### config.mk
export PLATFORM = sky130hd
export DESIGN_NAME = dma_channel_controller_core
export DESIGN_NICKNAME = d
export VERILOG_FILES = /design/src/rtl/dmac_pkg.sv /design/src/rtl/dma_channel_controller_core.sv
export VERILOG_INCLUDE_DIRS = /design/src /design/src/rtl
export SDC_FILE = /design/constraint.sdc
export NUM_CORES = 1
export LEC_CHECK = 0
export BUFFER_PORTS_ARGS = -buffer_cell sky130_fd_sc_hd__buf_4
export CAP_MARGIN = 20
export CORE_MARGIN = 3
export CORE_UTILIZATION = 38
export CTS_CLUSTER_SIZE = 12
export DETAILED_ROUTE_END_ITERATION = 10
export PLACE_DENSITY_LB_ADDON = 0.08
export SKIP_CTS_REPAIR_TIMING = 1
export SLEW_MARGIN = 20
export SYNTH_ARGS = -nofsm -noshare
export SYNTH_HDL_FRONTEND = slang
export SYNTH_SLANG_ARGS = --single-unit
export TNS_END_PERCENT = 30
### constraint.sdc
create_clock -name i_clk -period 9.46 [get_ports i_clk]
set_clock_uncertainty 0.2 [all_clocks]
set_input_delay 0 -clock i_clk [delete_from_list [all_inputs] [get_ports i_clk]]
set_output_delay 0 -clock i_clk [all_outputs]
set_load 0.01 [all_outputs]
### src/rtl/assert_macros.svh
// Assertion helpers shared by the RTL, clocked on i_clk and quiet during reset.
`ifndef ASSERT_MACROS_SVH
`define ASSERT_MACROS_SVH

// Checks a property on every rising edge while reset is released.
`define ASSERT_CLK(label, prop) \
    label: assert property (@(posedge i_clk) disable iff (!i_rst_n) (prop)) \
        else $error("assertion failed");

// The same check with a message of the caller's choice.
`define ASSERT_CLK_MSG(label, prop, msg) \
    label: assert property (@(posedge i_clk) disable iff (!i_rst_n) (prop)) \
        else $error(msg);

`endif

### src/rtl/dmac_pkg.sv
package dmac_pkg;

    localparam int CHANNELS    = 4;
    localparam int IDX_W       = (CHANNELS > 1) ? $clog2(CHANNELS) : 1;
    localparam int MAX_RESULTS = 4;
    localparam int CNT_W       = $clog2(MAX_RESULTS + 1);

    localparam logic [1:0] OP_PROGRAM = 2'd0;
    localparam logic [1:0] OP_STOP    = 2'd1;
    localparam logic [1:0] OP_HBLANK  = 2'd2;
    localparam logic [1:0] OP_VBLANK  = 2'd3;

    localparam logic [1:0] TIM_NOW = 2'd0;
    localparam logic [1:0] TIM_VBL = 2'd1;
    localparam logic [1:0] TIM_HBL = 2'd2;

    localparam logic [1:0] MODE_INC    = 2'd0;
    localparam logic [1:0] MODE_DEC    = 2'd1;
    localparam logic [1:0] MODE_FIXED  = 2'd2;
    localparam logic [1:0] MODE_RELOAD = 2'd3;

    localparam int FLAG_ENABLE = 15;
    localparam int TIM_HI      = 13;
    localparam int TIM_LO      = 12;
    localparam int FLAG_WIDE   = 10;
    localparam int FLAG_REPEAT = 9;
    localparam int SMODE_HI    = 8;
    localparam int SMODE_LO    = 7;
    localparam int DMODE_HI    = 6;
    localparam int DMODE_LO    = 5;

    localparam logic [16:0] COUNT_DEFAULT = 17'h04000;
    localparam logic [16:0] COUNT_LONG    = 17'h10000;
    localparam logic [1:0]  LONG_CHANNEL  = 2'd3;

    localparam logic       KIND_DESC     = 1'b0;
    localparam logic       KIND_READBACK = 1'b1;

    typedef logic [15:0] t_flags;

endpackage

### src/rtl/dma_channel_controller_core.sv
// Four-channel DMA channel controller core.
// Input channel (i_valid/o_ready) takes one operation per beat: program a
// channel, stop a channel, or an hblank or vblank trigger. The output channel
// (o_valid/i_ready) returns descriptors and control readbacks; o_last marks
// the final result of an operation, and a trigger that matches nothing
// returns no result at all.
// The block accepts an operation only when its sequencer is idle. A program
// or stop passes through accept and readback; programming an immediate
// channel passes through accept, source update, destination update and
// readback. A trigger scans the channels in turn, and each descriptor found
// passes through a source and a destination update on the single shared
// address adder; the scan ends early at the last descriptor.
// Results leave through one output register; while the receiver stalls, the
// sequencer holds before each result until that register is free, so no beat
// is lost. Reset clears all channel state, disarms every channel and empties
// the output register.
`include "assert_macros.svh"

module dma_channel_controller_core (
    input  logic        i_clk,
    input  logic        i_rst_n,
    input  logic        i_valid,
    output logic        o_ready,
    input  logic [1:0]  i_operation,
    input  logic [1:0]  i_channel,
    input  logic [31:0] i_source_address,
    input  logic [31:0] i_target_address,
    input  logic [31:0] i_control_word,
    output logic        o_valid,
    input  logic        i_ready,
    output logic        o_kind,
    output logic [1:0]  o_channel_out,
    output logic [31:0] o_start_source,
    output logic [31:0] o_start_target,
    output logic [16:0] o_unit_count,
    output logic        o_wide,
    output logic [1:0]  o_source_mode,
    output logic [1:0]  o_target_mode,
    output logic [31:0] o_readback_control,
    output logic        o_last
);

    localparam int CH  = dmac_pkg::CHANNELS;
    localparam int IW  = dmac_pkg::IDX_W;
    localparam int CW  = dmac_pkg::CNT_W;

    localparam logic [2:0] S_IDLE = 3'd0;
    localparam logic [2:0] S_SCAN = 3'd1;
    localparam logic [2:0] S_SRC  = 3'd2;
    localparam logic [2:0] S_DST  = 3'd3;
    localparam logic [2:0] S_RB   = 3'd4;

    localparam logic [IW-1:0] IDX_LAST = IW'(CH - 1);
    localparam logic [CW-1:0] CNT_MAX  = CW'(dmac_pkg::MAX_RESULTS);
    localparam logic [CW-1:0] CNT_FIN  = CW'(dmac_pkg::MAX_RESULTS - 1);

    logic [31:0]            r_cur_src [CH];
    logic [31:0]            r_cur_tgt [CH];
    logic [31:0]            r_rld_src [CH];
    logic [31:0]            r_rld_tgt [CH];
    logic [16:0]            r_units   [CH];
    dmac_pkg::t_flags       r_flags   [CH];
    logic [CH-1:0]          r_armed;

    logic [2:0]    r_state, n_state;
    logic [1:0]    r_op;
    logic [31:0]   r_ctl;
    logic [IW-1:0] r_cur, n_cur;
    logic [IW-1:0] r_idx, n_idx;
    logic [CH-1:0] r_mask, n_mask;
    logic [CW-1:0] r_cnt, n_cnt;
    logic          r_last, n_last;

    logic          r_o_valid;
    logic          r_o_kind;
    logic [1:0]    r_o_channel;
    logic [31:0]   r_o_src;
    logic [31:0]   r_o_tgt;
    logic [16:0]   r_o_count;
    logic          r_o_wide;
    logic [1:0]    r_o_smode;
    logic [1:0]    r_o_dmode;
    logic [31:0]   r_o_rb;
    logic          r_o_last;

    logic             in_acc;
    logic             out_free;
    logic [IW-1:0]    in_idx;
    logic             in_ok;
    logic [1:0]       trig_tim;
    logic [CH-1:0]    match;
    dmac_pkg::t_flags sel_flags;
    logic             sel_wide;
    logic [1:0]       sel_smode;
    logic [1:0]       sel_dmode;
    logic [31:0]      align_mask;
    logic [31:0]      src_al;
    logic [31:0]      tgt_al;
    logic [31:0]      span;
    logic [31:0]      au_a;
    logic [1:0]       au_mode;
    logic [31:0]      au_res;
    logic [CH-1:0]    mask_taken;
    logic [31:0]      rb_value;
    logic [15:0]      in_flags;
    logic [16:0]      in_count;

    assign o_ready  = (r_state == S_IDLE);
    assign in_acc   = i_valid && o_ready;
    assign out_free = !r_o_valid || i_ready;
    assign in_idx   = IW'(i_channel);
    assign in_ok    = ({30'd0, i_channel} < 32'(CH));
    assign trig_tim = (i_operation == dmac_pkg::OP_HBLANK) ? dmac_pkg::TIM_HBL
                                                           : dmac_pkg::TIM_VBL;
    assign in_flags = i_control_word[31:16];

    always_comb begin
        if (i_control_word[15:0] != 16'd0) begin
            in_count = {1'b0, i_control_word[15:0]};
        end else if (i_channel == dmac_pkg::LONG_CHANNEL) begin
            in_count = dmac_pkg::COUNT_LONG;
        end else begin
            in_count = dmac_pkg::COUNT_DEFAULT;
        end
    end

    always_comb begin
        for (int i = 0; i < CH; i++) begin
            match[i] = r_armed[i]
                    && (r_flags[i][dmac_pkg::TIM_HI:dmac_pkg::TIM_LO] == trig_tim)
                    && (r_units[i] != 17'd0);
        end
    end

    assign sel_flags  = r_flags[r_cur];
    assign sel_wide   = sel_flags[dmac_pkg::FLAG_WIDE];
    assign sel_smode  = sel_flags[dmac_pkg::SMODE_HI:dmac_pkg::SMODE_LO];
    assign sel_dmode  = sel_flags[dmac_pkg::DMODE_HI:dmac_pkg::DMODE_LO];
    assign align_mask = sel_wide ? 32'hFFFF_FFFC : 32'hFFFF_FFFE;
    assign src_al     = r_cur_src[r_cur] & align_mask;
    assign tgt_al     = r_cur_tgt[r_cur] & align_mask;
    assign span       = sel_wide ? {13'd0, r_units[r_cur], 2'b00}
                                 : {14'd0, r_units[r_cur], 1'b0};
    assign au_a       = (r_state == S_SRC) ? src_al : tgt_al;
    assign au_mode    = (r_state == S_SRC) ? sel_smode : sel_dmode;

    always_comb begin
        case (au_mode)
            dmac_pkg::MODE_DEC:   au_res = au_a - span;
            dmac_pkg::MODE_FIXED: au_res = au_a;
            default:              au_res = au_a + span;
        endcase
    end

    always_comb begin
        mask_taken        = r_mask;
        mask_taken[r_idx] = 1'b0;
    end

    always_comb begin
        if (r_op == dmac_pkg::OP_STOP) begin
            rb_value = 32'd0;
        end else if (!r_ctl[16 + dmac_pkg::FLAG_ENABLE]
                     || r_ctl[16 + dmac_pkg::TIM_HI:16 + dmac_pkg::TIM_LO]
                        == dmac_pkg::TIM_NOW) begin
            rb_value = {1'b0, r_ctl[30:0]};
        end else begin
            rb_value = r_ctl;
        end
    end

    always_comb begin
        n_state = r_state;
        n_cur   = r_cur;
        n_idx   = r_idx;
        n_mask  = r_mask;
        n_cnt   = r_cnt;
        n_last  = r_last;
        unique case (r_state)
            S_IDLE: begin
                if (in_acc) begin
                    n_cur  = in_idx;
                    n_idx  = '0;
                    n_cnt  = '0;
                    n_mask = match;
                    if (i_operation == dmac_pkg::OP_PROGRAM
                        || i_operation == dmac_pkg::OP_STOP) begin
                        if (!in_ok) begin
                            n_state = S_IDLE;
                        end else if (i_operation == dmac_pkg::OP_PROGRAM
                                     && in_flags[dmac_pkg::FLAG_ENABLE]
                                     && in_flags[dmac_pkg::TIM_HI:dmac_pkg::TIM_LO]
                                        == dmac_pkg::TIM_NOW) begin
                            n_last  = 1'b0;
                            n_state = S_SRC;
                        end else begin
                            n_state = S_RB;
                        end
                    end else begin
                        n_state = S_SCAN;
                    end
                end
            end
            S_SCAN: begin
                if (r_mask[r_idx] && r_cnt < CNT_MAX) begin
                    n_cur   = r_idx;
                    n_mask  = mask_taken;
                    n_last  = (mask_taken == '0) || (r_cnt == CNT_FIN);
                    n_cnt   = r_cnt + CW'(1);
                    n_state = S_SRC;
                end else if (r_idx == IDX_LAST) begin
                    n_state = S_IDLE;
                end else begin
                    n_idx = r_idx + IW'(1);
                end
            end
            S_SRC: begin
                if (out_free) begin
                    n_state = S_DST;
                end
            end
            S_DST: begin
                if (r_op == dmac_pkg::OP_PROGRAM) begin
                    n_state = S_RB;
                end else if (r_last) begin
                    n_state = S_IDLE;
                end else begin
                    n_idx   = r_idx + IW'(1);
                    n_state = S_SCAN;
                end
            end
            S_RB: begin
                if (out_free) begin
                    n_state = S_IDLE;
                end
            end
            default: begin
                n_state = S_IDLE;
            end
        endcase
    end

    always_ff @(posedge i_clk) begin
        if (!i_rst_n) begin
            r_state <= S_IDLE;
            r_cur   <= '0;
            r_idx   <= '0;
            r_mask  <= '0;
            r_cnt   <= '0;
            r_last  <= 1'b0;
            r_armed <= '0;
            for (int i = 0; i < CH; i++) begin
                r_cur_src[i] <= '0;
                r_cur_tgt[i] <= '0;
                r_rld_src[i] <= '0;
                r_rld_tgt[i] <= '0;
                r_units[i]   <= '0;
                r_flags[i]   <= '0;
            end
        end else begin
            r_state <= n_state;
            r_cur   <= n_cur;
            r_idx   <= n_idx;
            r_mask  <= n_mask;
            r_cnt   <= n_cnt;
            r_last  <= n_last;
            if (in_acc && in_ok) begin
                if (i_operation == dmac_pkg::OP_PROGRAM) begin
                    r_cur_src[in_idx] <= i_source_address;
                    r_rld_src[in_idx] <= i_source_address;
                    r_cur_tgt[in_idx] <= i_target_address;
                    r_rld_tgt[in_idx] <= i_target_address;
                    r_units[in_idx]   <= in_count;
                    r_flags[in_idx]   <= in_flags;
                    r_armed[in_idx]   <= in_flags[dmac_pkg::FLAG_ENABLE];
                end else if (i_operation == dmac_pkg::OP_STOP) begin
                    r_flags[in_idx] <= '0;
                    r_armed[in_idx] <= 1'b0;
                end
            end
            if (r_state == S_SRC && out_free) begin
                if (sel_flags[dmac_pkg::FLAG_REPEAT]
                    && sel_smode == dmac_pkg::MODE_FIXED) begin
                    r_cur_src[r_cur] <= r_rld_src[r_cur];
                end else begin
                    r_cur_src[r_cur] <= au_res;
                end
            end
            if (r_state == S_DST) begin
                if (!sel_flags[dmac_pkg::FLAG_REPEAT]) begin
                    r_cur_tgt[r_cur] <= au_res;
                    r_armed[r_cur]   <= 1'b0;
                end else if (sel_dmode == dmac_pkg::MODE_RELOAD) begin
                    r_cur_tgt[r_cur] <= r_rld_tgt[r_cur];
                end else begin
                    r_cur_tgt[r_cur] <= au_res;
                end
            end
        end
    end

    always_ff @(posedge i_clk) begin
        if (in_acc) begin
            r_op  <= i_operation;
            r_ctl <= i_control_word;
        end
    end

    always_ff @(posedge i_clk) begin
        if (!i_rst_n) begin
            r_o_valid <= 1'b0;
        end else if ((r_state == S_SRC || r_state == S_RB) && out_free) begin
            r_o_valid <= 1'b1;
        end else if (i_ready) begin
            r_o_valid <= 1'b0;
        end
    end

    always_ff @(posedge i_clk) begin
        if (r_state == S_SRC && out_free) begin
            r_o_kind    <= dmac_pkg::KIND_DESC;
            r_o_channel <= 2'(r_cur);
            r_o_src     <= src_al;
            r_o_tgt     <= tgt_al;
            r_o_count   <= r_units[r_cur];
            r_o_wide    <= sel_wide;
            r_o_smode   <= sel_smode;
            r_o_dmode   <= sel_dmode;
            r_o_rb      <= 32'd0;
            r_o_last    <= r_last;
        end else if (r_state == S_RB && out_free) begin
            r_o_kind    <= dmac_pkg::KIND_READBACK;
            r_o_channel <= 2'(r_cur);
            r_o_src     <= r_rld_src[r_cur];
            r_o_tgt     <= r_rld_tgt[r_cur];
            r_o_count   <= r_units[r_cur];
            r_o_wide    <= sel_wide;
            r_o_smode   <= sel_smode;
            r_o_dmode   <= sel_dmode;
            r_o_rb      <= rb_value;
            r_o_last    <= 1'b1;
        end
    end

    assign o_valid            = r_o_valid;
    assign o_kind             = r_o_kind;
    assign o_channel_out      = r_o_channel;
    assign o_start_source     = r_o_src;
    assign o_start_target     = r_o_tgt;
    assign o_unit_count       = r_o_count;
    assign o_wide             = r_o_wide;
    assign o_source_mode      = r_o_smode;
    assign o_target_mode      = r_o_dmode;
    assign o_readback_control = r_o_rb;
    assign o_last             = r_o_last;

    `ASSERT_CLK_MSG(a_readback_is_last, (o_valid && o_kind) |-> o_last,
                    "readback beat without last")
    `ASSERT_CLK_MSG(a_desc_has_units, (o_valid && !o_kind) |-> (o_unit_count != 17'd0),
                    "descriptor beat with zero units")
    `ASSERT_CLK(a_busy_after_accept, (i_valid && o_ready) |=> !o_ready)

endmodule

==> Word-level counts from Yosys, hierarchy flattened <==
Memories as Yosys holds them, arrays and structs flattened. A register that Yosys moved wholly into a read port is not among the register bits.
Cells that the tools add are included.
{ "totals": {"reg_bits": 176, "mem_bits_rw": 644, "inputBits": 104, "output_inout_bits": 124, "word_cells": 276, "n_memories": 6} }
{ "memory_table": {"columns": ["memory", "words", "word_bits", "read_ports", "rd_clocked_by_memory_dff", "write_ports", "line", "source"], "rows": [
  ["r_cur_src", 4, 32, 1, 1, 4, "dma_channel_controller_core.sv:57", "logic [31:0] r_cur_src [CH];"],
  ["r_cur_tgt", 4, 32, 1, 1, 4, "dma_channel_controller_core.sv:58", "logic [31:0] r_cur_tgt [CH];"],
  ["r_rld_src", 4, 32, 1, 1, 4, "dma_channel_controller_core.sv:59", "logic [31:0] r_rld_src [CH];"],
  ["r_rld_tgt", 4, 32, 1, 1, 4, "dma_channel_controller_core.sv:60", "logic [31:0] r_rld_tgt [CH];"],
  ["r_units", 4, 17, 5, 1, 4, "dma_channel_controller_core.sv:61", "logic [16:0] r_units [CH];"],
  ["r_flags", 4, 16, 5, 1, 4, "dma_channel_controller_core.sv:62", "dmac_pkg::t_flags r_flags [CH];"]
]} }
{ "classes": {"add_sub_neg": 4, "order_cmp": 7, "eq_ne": 29, "mux": 145, "bitwise_logic": 12, "n_reduce_logical": 53} }
{ "op_table": {"columns": ["operator", "count"], "rows": [
  ["32-bit two-way mux", 16],
  ["32-bit OR reduction", 6],
  ["17-bit two-way mux", 5],
  ["2-bit two-way mux", 36],
  ["17-bit nonzero test", 4],
  ["32-bit AND", 2],
  ["32-bit case mux with 2 select lines", 1],
  ["1-bit two-way mux", 55],
  ["32-bit by 19-bit adder with 32-bit output", 1],
  ["16-bit two-way mux", 2],
  ["4-bit two-way mux", 8],
  ["32-bit by 19-bit subtractor with 32-bit output", 1],
  ["3-bit two-way mux", 10],
  ["1-bit logical AND", 19],
  ["19-bit two-way mux", 1],
  ["17-bit OR reduction", 1],
  ["16-bit nonzero test", 1],
  ["16-bit OR reduction", 1],
  ["3-bit case mux with 5 select lines", 1],
  ["2-bit != test, second input constant", 7],
  ["4-bit AND", 3],
  ["2-bit == test, second input constant", 6],
  ["4-bit inverter", 3],
  ["3-bit by 2-bit == test with 1-bit output, second input constant", 3],
  ["31 further kinds", 57]
]} }

==> Longest topological paths before layout <==
Gate-level depths: netlist of run 1.
{ "depth": {"depth_word": 13, "depth_mapped": 27, "mapped_depth_nobuf": 24} }

==> Worst setup path after synthesis of run 1 <==
OpenSTA, ideal clock, no wires.
{ "synth_path": {"path_kind": "reg2reg", "startpoint": "reg r_state[1]", "endpoint": "mem r_rld_src[2][0], enable pin", "setup_ns": 0.632, "arrival_time_ns": 8.109, "t_required_ns": 8.628, "slack_ns": 0.518, "path_stages_with_launch": 9, "path_buffers": 2, "synth_period_minus_slack_ns": 8.942, "cell_sequence": "dfxtp_1 -> clkbuf_1 -> nor3_1 -> nand2_1 -> inv_1 -> nand2b_1 -> or2_2 -> clkbuf_1 -> o21ai_0"} }
{ "synth_lines": {"columns": ["element", "line", "source"], "rows": [
  ["from (decl)", "dma_channel_controller_core.sv:65", "logic [2:0] r_state, n_state;"],
  ["from (signal assigned)", "dma_channel_controller_core.sv:261", "r_state <= n_state;"],
  ["to (decl)", "dma_channel_controller_core.sv:59", null]
]} }

==> results of run 1 <==
## state kept, by name (all words and copies together), names as in the netlist, 2 cells and up, named ones only
name                count
o_start_target         32
r_ctl                  32
r_cur_tgt             124
r_state                 3
r_cnt                   3
r_armed                 4
r_idx                   2
r_op                    2
o_target_mode           2
r_rld_src             128
r_units                68
o_channel_out           2
r_cur_src             124
o_source_mode           2
r_flags                32
o_readback_control     32
r_mask                  4
o_unit_count           17
o_start_source         32
r_cur                   2
r_rld_tgt             128
## placed cells by master, fill, tap and decap left out, drive strengths merged, types with 6 or more instances in the layout
cell type and instances:
a2111oi 6, a211oi 12, a21boi 6, a21o 28, a21oi 111, a22o 33
a31oi 20, and2 21, and3 57, and3b 7, buf 282, bufinv 11
clkbuf 116, clkinv 33, dfxtp 55, dlygate4sd3 137, edfxtp 727, ha 38
inv 161, mux2 35, mux2i 24, mux4 149, nand2 394, nand2b 23
nand3 24, nand4 14, nor2 506, nor2b 19, nor3 53, nor3b 8
nor4 22, o21a 24, o21ai 112, o22ai 11, o31ai 8, or3 12
xnor2 11, xor2 6
## final cells by class
cell class / instances / area (µm²) / share of cell area
well taps: 1265 / 1580 / 0.0359
inverters: 157 / 592 / 0.0134
repair buffers: 419 / 3520 / 0.0798
flip-flops and latches: 782 / 22900 / 0.520
clock inverters: 50 / 551 / 0.0125
diodes: 2 / 5.00 / 0.000113
multi-input cells: 1853 / 12500 / 0.284
clock buffers: 116 / 2400 / 0.0544
## worst max-delay path by stage
stage / from / end / slack, ns / depth (start not counted)
finish: register / r_cur_src[0][30] / 1.84 / 22
global route: register / r_cur_src[0][30] / 1.30 / 22
CTS: register / r_cur_src[0][30] / 1.85 / 22
detailed placement: register / r_cur_src[0][30] / 1.88 / 22
global placement: register / r_cur_src[0][30] / 2.08 / 22
floorplan: r_state[1] / r_rld_src[2][0] / 0.52 / 8
## per-stage QoR
stage	setup slack [ns]	hold WS, ns
finish	1.84	0.0143
global route	1.30	0.0347
CTS	1.85	-0.725
detailed placement	1.88	-0.0205
global placement	2.08	-0.0211
floorplan	0.518	-0.101
## logic make-up after synthesis
kind of cell / after synthesis / synth area share
simple gates: 1174 / 0.138
mux: 208 / 0.110
buf+inv: 339 / 0.0363
compound gates: 413 / 0.0724
xor+xnor: 17 / 0.00407
fa+ha+maj: 38 / 0.0130
other cells: 1 / 0.000102
flops: 782 / 0.626
## worst reg2reg max path, cell delays in order, from the launching register on
cell and delay, ns:
sky130_fd_sc_hd__dfxtp_4 0.82, sky130_fd_sc_hd__mux2_4 0.48, sky130_fd_sc_hd__inv_2 0.45, sky130_fd_sc_hd__mux2i_1 0.31, sky130_fd_sc_hd__ha_1 0.21, sky130_fd_sc_hd__inv_1 0.07, sky130_fd_sc_hd__a2111o_1 0.44, sky130_fd_sc_hd__or3_4 0.38
sky130_fd_sc_hd__or3_1 0.42, sky130_fd_sc_hd__or3_1 0.41, sky130_fd_sc_hd__nor2_1 0.14, sky130_fd_sc_hd__nor2_1 0.05, sky130_fd_sc_hd__a31oi_1 0.14, sky130_fd_sc_hd__o21ai_1 0.09, sky130_fd_sc_hd__ha_1 0.38, sky130_fd_sc_hd__a21o_1 0.21
sky130_fd_sc_hd__nand2b_1 0.15, sky130_fd_sc_hd__nor3_1 0.46, sky130_fd_sc_hd__nor3_1 0.21, sky130_fd_sc_hd__or4_1 0.56, sky130_fd_sc_hd__and4_1 0.20, sky130_fd_sc_hd__o31ai_1 0.45, sky130_fd_sc_hd__nor2_1 0.10
## power breakdown
group	total, mW	leakage [nW]	switching, mW	internal (mW)
combinational	1.82	7.86	1.12	0.700
clock	3.50	1.44	1.41	2.09
sequential	4.13	7.85	0.112	4.02
total	9.45	17.1	2.64	6.81
## per-layer routing
layer	part of all wire	routed length (µm)	track usage
met5	0.00026	33	0
met4	0.027	3490	0.0737
met3	0.088	11400	0.0674
met2	0.46	59200	0.397
met1	0.42	54300	0.351
==> impl_metrics.xml, run 1 <==
<?xml version="1.0" encoding="UTF-8"?>
<metrics>
  <group name="worst_setup_path">
    <metric name="worst_path_largest_cell_delay" unit="ns">0.82</metric>
    <metric name="r2r_setup_slack" unit="ns">1.84</metric>
    <metric name="critical_path.cell_chain" unit="">mux2_4 &gt; inv_2 &gt; mux2i_1 &gt; ha_1 &gt; inv_1 &gt; a2111o_1 &gt; or3_4 &gt; or3_1 &gt; or3_1 &gt; nor2_1 &gt; nor2_1 &gt; a31oi_1 &gt; o21ai_1 &gt; ha_1 &gt; a21o_1 &gt; nand2b_1 &gt; nor3_1 &gt; nor3_1 &gt; or4_1 &gt; and4_1 &gt; o31ai_1 &gt; nor2_1</metric>
    <metric name="critPathKind" unit="">register to register</metric>
    <metric name="critical_path_fanout_max" unit="">35</metric>
    <metric name="critPathArrivalTime" unit="ns">7.79</metric>
    <metric name="timing.reg2reg.worst_path_depth" unit="">22</metric>
    <metric name="critPathLaunchType" unit="">register</metric>
    <metric name="end_kind" unit="">register</metric>
    <metric name="reg2reg_to" unit="">r_cur_src[0][30]</metric>
    <metric name="required" unit="ns">9.63</metric>
    <metric name="crit_path_frequent_cell" unit="">sky130_fd_sc_hd__nor2_1</metric>
    <metric name="path_buf_inv" unit="">2</metric>
    <metric name="cpLargestDelayFamily" unit="">simple AND/OR/NAND/NOR gates</metric>
    <metric name="slowest_cell_on_the_critical_path" unit="">sky130_fd_sc_hd__dfxtp_4</metric>
  </group>
  <group name="synthesis">
    <metric name="ys_async_sr_fraction" unit="">0</metric>
    <metric name="yosys_most_used_dff" unit="">sky130_fd_sc_hd__edfxtp_1</metric>
    <metric name="edff_count_synth" unit="">727</metric>
    <metric name="mappedNetlistArea" unit="µm²">36600</metric>
    <metric name="ys_types" unit="">80</metric>
    <metric name="ys_top_cells_by_count" unit="">sky130_fd_sc_hd__edfxtp_1, sky130_fd_sc_hd__nor2_1, sky130_fd_sc_hd__nand2_1</metric>
    <metric name="ys.warnings.count" unit="">0</metric>
    <metric name="synth.ff_latch_count" unit="">782</metric>
    <metric name="yosysTopAreaCellShare" unit="">0.596</metric>
    <metric name="post_synth.cell_area_avg" unit="µm²">12.3</metric>
    <metric name="syn_inst" unit="">2972</metric>
    <metric name="synth_largest_area_cell" unit="">sky130_fd_sc_hd__edfxtp_1</metric>
    <metric name="synthTopCellsByArea" unit="">sky130_fd_sc_hd__edfxtp_1, sky130_fd_sc_hd__mux4_2, sky130_fd_sc_hd__nor2_1</metric>
    <metric name="synth_most_common_cell" unit="">sky130_fd_sc_hd__edfxtp_1</metric>
    <metric name="synth_sequential_area_ratio" unit="">0.626</metric>
  </group>
  <group name="die">
    <metric name="floorplan.die_area" unit="µm²">100000</metric>
    <metric name="die_height" unit="µm">316</metric>
    <metric name="chipWidth" unit="µm">316</metric>
    <metric name="top_level_ports" unit="">228</metric>
    <metric name="row_count" unit="">113</metric>
    <metric name="initial_core_util" unit="">0.384</metric>
    <metric name="core_area" unit="µm²">95300</metric>
  </group>
  <group name="drt">
    <metric name="detailedRoute.firstIterationViolations" unit="">2792</metric>
    <metric name="drc" unit="">0</metric>
    <metric name="postRouteWirelength" unit="mm">128</metric>
    <metric name="drtAntennaViolNets" unit="">0</metric>
    <metric name="viasPerCell" unit="">5.60</metric>
    <metric name="routed_wire_length_per_instance" unit="µm">27.6</metric>
    <metric name="first_pass_iters" unit="">5</metric>
    <metric name="vias" unit="">26000</metric>
  </group>
  <group name="sta">
    <metric name="fmaxAchievable" unit="MHz">131</metric>
    <metric name="hold_viol" unit="">0</metric>
    <metric name="grt_setup_unrepaired" unit="">false</metric>
    <metric name="timing_max_transition_violations_final" unit="">0</metric>
    <metric name="max_slew.worst_pin.slew" unit="ns">1.17</metric>
    <metric name="setup_viol_count_final" unit="">0</metric>
    <metric name="timing.max_slew.rel_slack" unit="">0.220</metric>
    <metric name="finalWorstPathRequiredPeriod" unit="ns">7.62</metric>
    <metric name="setup_tns" unit="ns">0</metric>
    <metric name="post-route-period-util" unit="">0.806</metric>
  </group>
  <group name="pwr">
    <metric name="power_density" unit="nW/µm²">214</metric>
    <metric name="peakVddDrop" unit="V">0.000152</metric>
    <metric name="total_power" unit="mW">9.45</metric>
    <metric name="p_leak" unit="nW">17.1</metric>
  </group>
  <group name="clock_tree">
    <metric name="clock_insertion_delay_worst_skew" unit="ns">0.66</metric>
    <metric name="number_of_buffers_inserted_during_clock_tree_synthesis" unit="">89</metric>
    <metric name="cts-htree-levels" unit="">3</metric>
    <metric name="clkSlewWorstSetupHoldPaths" unit="ns">0.06</metric>
    <metric name="tritoncts" unit="">built</metric>
    <metric name="clock_sink_count" unit="">782</metric>
    <metric name="cts_buffer_depth" unit="">3</metric>
    <metric name="clock-root-buffer" unit="">sky130_fd_sc_hd__clkbuf_16</metric>
  </group>
  <group name="min_path">
    <metric name="min_delay_worst_endpoint" unit="">r_rld_src[3][0]</metric>
    <metric name="worst_hold_path.num_cells" unit="">4</metric>
    <metric name="worstHoldStart" unit="">i_source_address[0]</metric>
    <metric name="worstHoldPathType" unit="">input port to register</metric>
  </group>
  <group name="global_route">
    <metric name="overall_fraction_of_global_route_tracks_in_use" unit="">0.255</metric>
    <metric name="grt_first_pass_wirelength" unit="mm">182</metric>
    <metric name="grt_pass1_vias" unit="">25800</metric>
    <metric name="grt_start_max_net_pins" unit="">92</metric>
    <metric name="antenna_found_initial" unit="">8</metric>
    <metric name="globalRoute.totalOverflow" unit="">0</metric>
  </group>
  <group name="placed_design">
    <metric name="io_buffer_count" unit="">227</metric>
    <metric name="post-place-cells" unit="">4338</metric>
    <metric name="routabilityCongestion" unit="">0.903</metric>
    <metric name="dp_hpwl" unit="mm">82.3</metric>
    <metric name="placed_area" unit="µm²">39800</metric>
  </group>
  <group name="finish">
    <metric name="final_cell_utilization_of_the_core" unit="">0.463</metric>
    <metric name="area.growth.synth_to_final" unit="%">20.4</metric>
    <metric name="final_cell_area" unit="µm²">44100</metric>
    <metric name="layout.nets" unit="">3444</metric>
    <metric name="finalNonFillerCells" unit="">4644</metric>
    <metric name="fill_cells" unit="">8693</metric>
    <metric name="share_of_cells_above_drive_strength_1" unit="">0.186</metric>
  </group>
  <group name="run_status">
    <metric name="run_status" unit="">finished clean</metric>
  </group>
  <group name="flow_run">
    <metric name="drv_cap" unit="">0</metric>
  </group>
</metrics>
Note: power is estimated with default switching activity, not from simulation.
==> run 2, diff against run 1 <==
Clock period 9.46 ns to 6.75 ns, I/O delays scaled along.
==> run 2 against run 1 <==
  * Cell area grew 0.17%
  * Largest power group unchanged
  * Clock power grew 30%
  * Flip-flop and latch count did not move
  * Worst hold slack better by 0.0021 ns
  * Sequential share of layout area fell by 0.090 points
==> impl_metrics.xml, run 2 (synthesis gave the netlist of run 1 again) <==
<?xml version="1.0" encoding="UTF-8"?>
<metrics>
  <group name="finish">
    <metric name="largest_registers" unit="">r_rld_src x128, r_rld_tgt x128</metric>
    <metric name="final_cell_utilization_of_the_core" unit="">0.464</metric>
    <metric name="multi_input_area" unit="µm²">12500</metric>
    <metric name="share_of_cells_above_drive_strength_1" unit="">0.195</metric>
    <metric name="area.growth.synth_to_final" unit="%">20.6</metric>
    <metric name="layout.nets" unit="">3487</metric>
    <metric name="mostFrequentLayoutCell" unit="">sky130_fd_sc_hd__edfxtp_1</metric>
    <metric name="antenna_cells" unit="">0</metric>
    <metric name="layout.area.seq" unit="µm²">22900</metric>
    <metric name="fill_cells" unit="">8750</metric>
    <metric name="layout_common_cells" unit="">sky130_fd_sc_hd__edfxtp_1, sky130_fd_sc_hd__nor2_1, sky130_fd_sc_hd__nand2_1, sky130_fd_sc_hd__buf_4, sky130_fd_sc_hd__inv_1</metric>
  </group>
  <group name="clock_tree">
    <metric name="clock_insertion_delay_worst_skew" unit="ns">0.66</metric>
    <metric name="cts-htree-levels" unit="">3</metric>
    <metric name="clkSlewWorstSetupHoldPaths" unit="ns">0.06</metric>
    <metric name="clock-root-buffer" unit="">sky130_fd_sc_hd__clkbuf_16</metric>
    <metric name="tritoncts" unit="">built</metric>
    <metric name="number_of_buffers_inserted_during_clock_tree_synthesis" unit="">87</metric>
    <metric name="clock_sink_count" unit="">782</metric>
    <metric name="cts_buffer_depth" unit="">3</metric>
  </group>
  <group name="placed_design">
    <metric name="routabilityCongestion" unit="">0.926</metric>
    <metric name="dp_hpwl" unit="mm">83.6</metric>
    <metric name="io_buffer_count" unit="">227</metric>
    <metric name="post-place-ws" unit="ns">0.262</metric>
  </group>
  <group name="sta">
    <metric name="setup_tns" unit="ns">0</metric>
    <metric name="timing_max_transition_violations_final" unit="">0</metric>
    <metric name="fmaxAchievable" unit="MHz">155</metric>
    <metric name="grt_setup_unrepaired" unit="">true</metric>
    <metric name="hold_viol" unit="">0</metric>
    <metric name="setup_ws" unit="ns">0.311</metric>
    <metric name="timing.max_slew.rel_slack" unit="">0.243</metric>
    <metric name="finalWorstPathRequiredPeriod" unit="ns">6.44</metric>
    <metric name="worst_hold_slack" unit="ns">0.0165</metric>
    <metric name="max_slew.worst_pin.slew" unit="ns">1.14</metric>
    <metric name="setup_viol_count_final" unit="">0</metric>
    <metric name="post-route-period-util" unit="">0.954</metric>
  </group>
  <group name="worst_setup_path">
    <metric name="worst_path_largest_cell_delay" unit="ns">0.55</metric>
    <metric name="critPathKind" unit="">register to register</metric>
    <metric name="path_buf_inv" unit="">3</metric>
    <metric name="slowest_cell_on_the_critical_path" unit="">sky130_fd_sc_hd__mux4_2</metric>
    <metric name="critPathArrivalTime" unit="ns">6.60</metric>
    <metric name="cpLargestDelayFamily" unit="">simple AND/OR/NAND/NOR gates</metric>
    <metric name="required" unit="ns">6.92</metric>
    <metric name="reg2reg_to" unit="">r_cur_tgt[1][28]</metric>
    <metric name="critical_path_fanout_max" unit="">10</metric>
    <metric name="timing.reg2reg.worst_path_depth" unit="">22</metric>
    <metric name="critPathLaunchType" unit="">register</metric>
    <metric name="end_kind" unit="">register</metric>
    <metric name="r2r_setup_slack" unit="ns">0.31</metric>
    <metric name="critical_path.cell_chain" unit="">mux4_2 &gt; buf_4 &gt; nand2_1 &gt; ha_1 &gt; inv_1 &gt; a2111o_1 &gt; or3_4 &gt; or3_1 &gt; or3_1 &gt; nor2_1 &gt; nor2_1 &gt; a31oi_1 &gt; o21ai_1 &gt; ha_1 &gt; a21o_1 &gt; a31oi_1 &gt; nor3_1 &gt; buf_4 &gt; or4_1 &gt; a21boi_0 &gt; o31ai_1 &gt; nor2b_1</metric>
  </group>
  <group name="die">
    <metric name="core_area" unit="µm²">95300</metric>
    <metric name="initial_core_util" unit="">0.384</metric>
    <metric name="row_count" unit="">113</metric>
    <metric name="die_height" unit="µm">316</metric>
    <metric name="top_level_ports" unit="">228</metric>
    <metric name="floorplan.die_area" unit="µm²">100000</metric>
    <metric name="chipWidth" unit="µm">316</metric>
  </group>
  <group name="min_path">
    <metric name="min_delay_worst_endpoint" unit="">r_rld_src[3][0]</metric>
    <metric name="worstHoldPathType" unit="">input port to register</metric>
    <metric name="worst_hold_path.num_cells" unit="">4</metric>
    <metric name="worstHoldStart" unit="">i_source_address[0]</metric>
  </group>
  <group name="global_route">
    <metric name="grt_first_pass_wirelength" unit="mm">184</metric>
    <metric name="globalRoute.totalOverflow" unit="">0</metric>
    <metric name="grt_pass1_vias" unit="">25900</metric>
    <metric name="grt_start_max_net_pins" unit="">116</metric>
    <metric name="antenna_found_initial" unit="">8</metric>
    <metric name="overall_fraction_of_global_route_tracks_in_use" unit="">0.257</metric>
  </group>
  <group name="pwr">
    <metric name="p_leak" unit="nW">17.2</metric>
    <metric name="power_density" unit="nW/µm²">294</metric>
    <metric name="peakVddDrop" unit="V">0.000189</metric>
    <metric name="total_power" unit="mW">13.0</metric>
  </group>
  <group name="drt">
    <metric name="drc" unit="">0</metric>
    <metric name="detailedRoute.firstIterationViolations" unit="">2613</metric>
    <metric name="drtAntennaViolNets" unit="">0</metric>
    <metric name="viasPerCell" unit="">5.62</metric>
    <metric name="postRouteWirelength" unit="mm">130</metric>
    <metric name="first_pass_iters" unit="">5</metric>
    <metric name="vias" unit="">26300</metric>
    <metric name="routed_wire_length_per_instance" unit="µm">27.8</metric>
  </group>
  <group name="run_status">
    <metric name="run_status" unit="">finished clean</metric>
  </group>
  <group name="flow_run">
    <metric name="drv_cap" unit="">0</metric>
  </group>
</metrics>
==> run 2: cell types whose count changed in the layout (fill, tap and decap cells not counted), sizes merged <==
cell	change
buf	+44
bufinv	-8
diode	-2
clkbuf	+1
clkinv	+1
dlygate4sd3	+1
inv	+1
==> run 2: per-layer routing <==
| layer | global-route usage | up-vias | part of all wire |
|---|---|---|---|
| met5 | 0 | - | 0.00027 |
| met4 | 0.0811 | 6 | 0.030 |
| met3 | 0.0590 | 200 | 0.082 |
| met2 | 0.397 | 1104 | 0.45 |
| met1 | 0.362 | 13400 | 0.43 |
| li1 | - | 11600 | - |
==> run 2: where the power goes <==
part           total [mW]  internal, mW  switching, mW
registers            5.77          5.63          0.140
clock network        4.54          2.56           1.98
logic                2.67          1.05           1.62
==> run 2: worst max path at each step <==
stage / from / end / cells after the start
floorplan: r_state[1] / r_rld_src[2][0] / 8
global placement: register / r_cur_tgt[1][27] / 22
detailed placement: register / r_cur_tgt[1][27] / 22
CTS: register / r_cur_tgt[1][27] / 21
global route: register / r_cur_tgt[1][28] / 21
finish: register / r_cur_tgt[1][28] / 22
==> run 2: tightest hold or removal path, cell delays in order <==
cell                            delay (ns)
sky130_fd_sc_hd__dlygate4sd3_1        0.52
sky130_fd_sc_hd__buf_4                0.09
sky130_fd_sc_hd__nand2_1              0.09
sky130_fd_sc_hd__inv_1                0.07
==> run 2: stage by stage <==
stage,instances,area [µm²]
global route,4682,44200
CTS,4544,42800
detailed placement,4383,40100
finish,4682,44200
floorplan,2974,36600
global placement,4383,40100
==> run 2: layout make-up <==
class / count / area share
Timing Repair Buffer: 464 / 0.0875
Clock inverter: 44 / 0.00756
Sequential cell: 782 / 0.519
Tap cell: 1265 / 0.0358
Clock buffer: 117 / 0.0530
Inverter: 157 / 0.0134
Multi-Input combinational cell: 1853 / 0.284
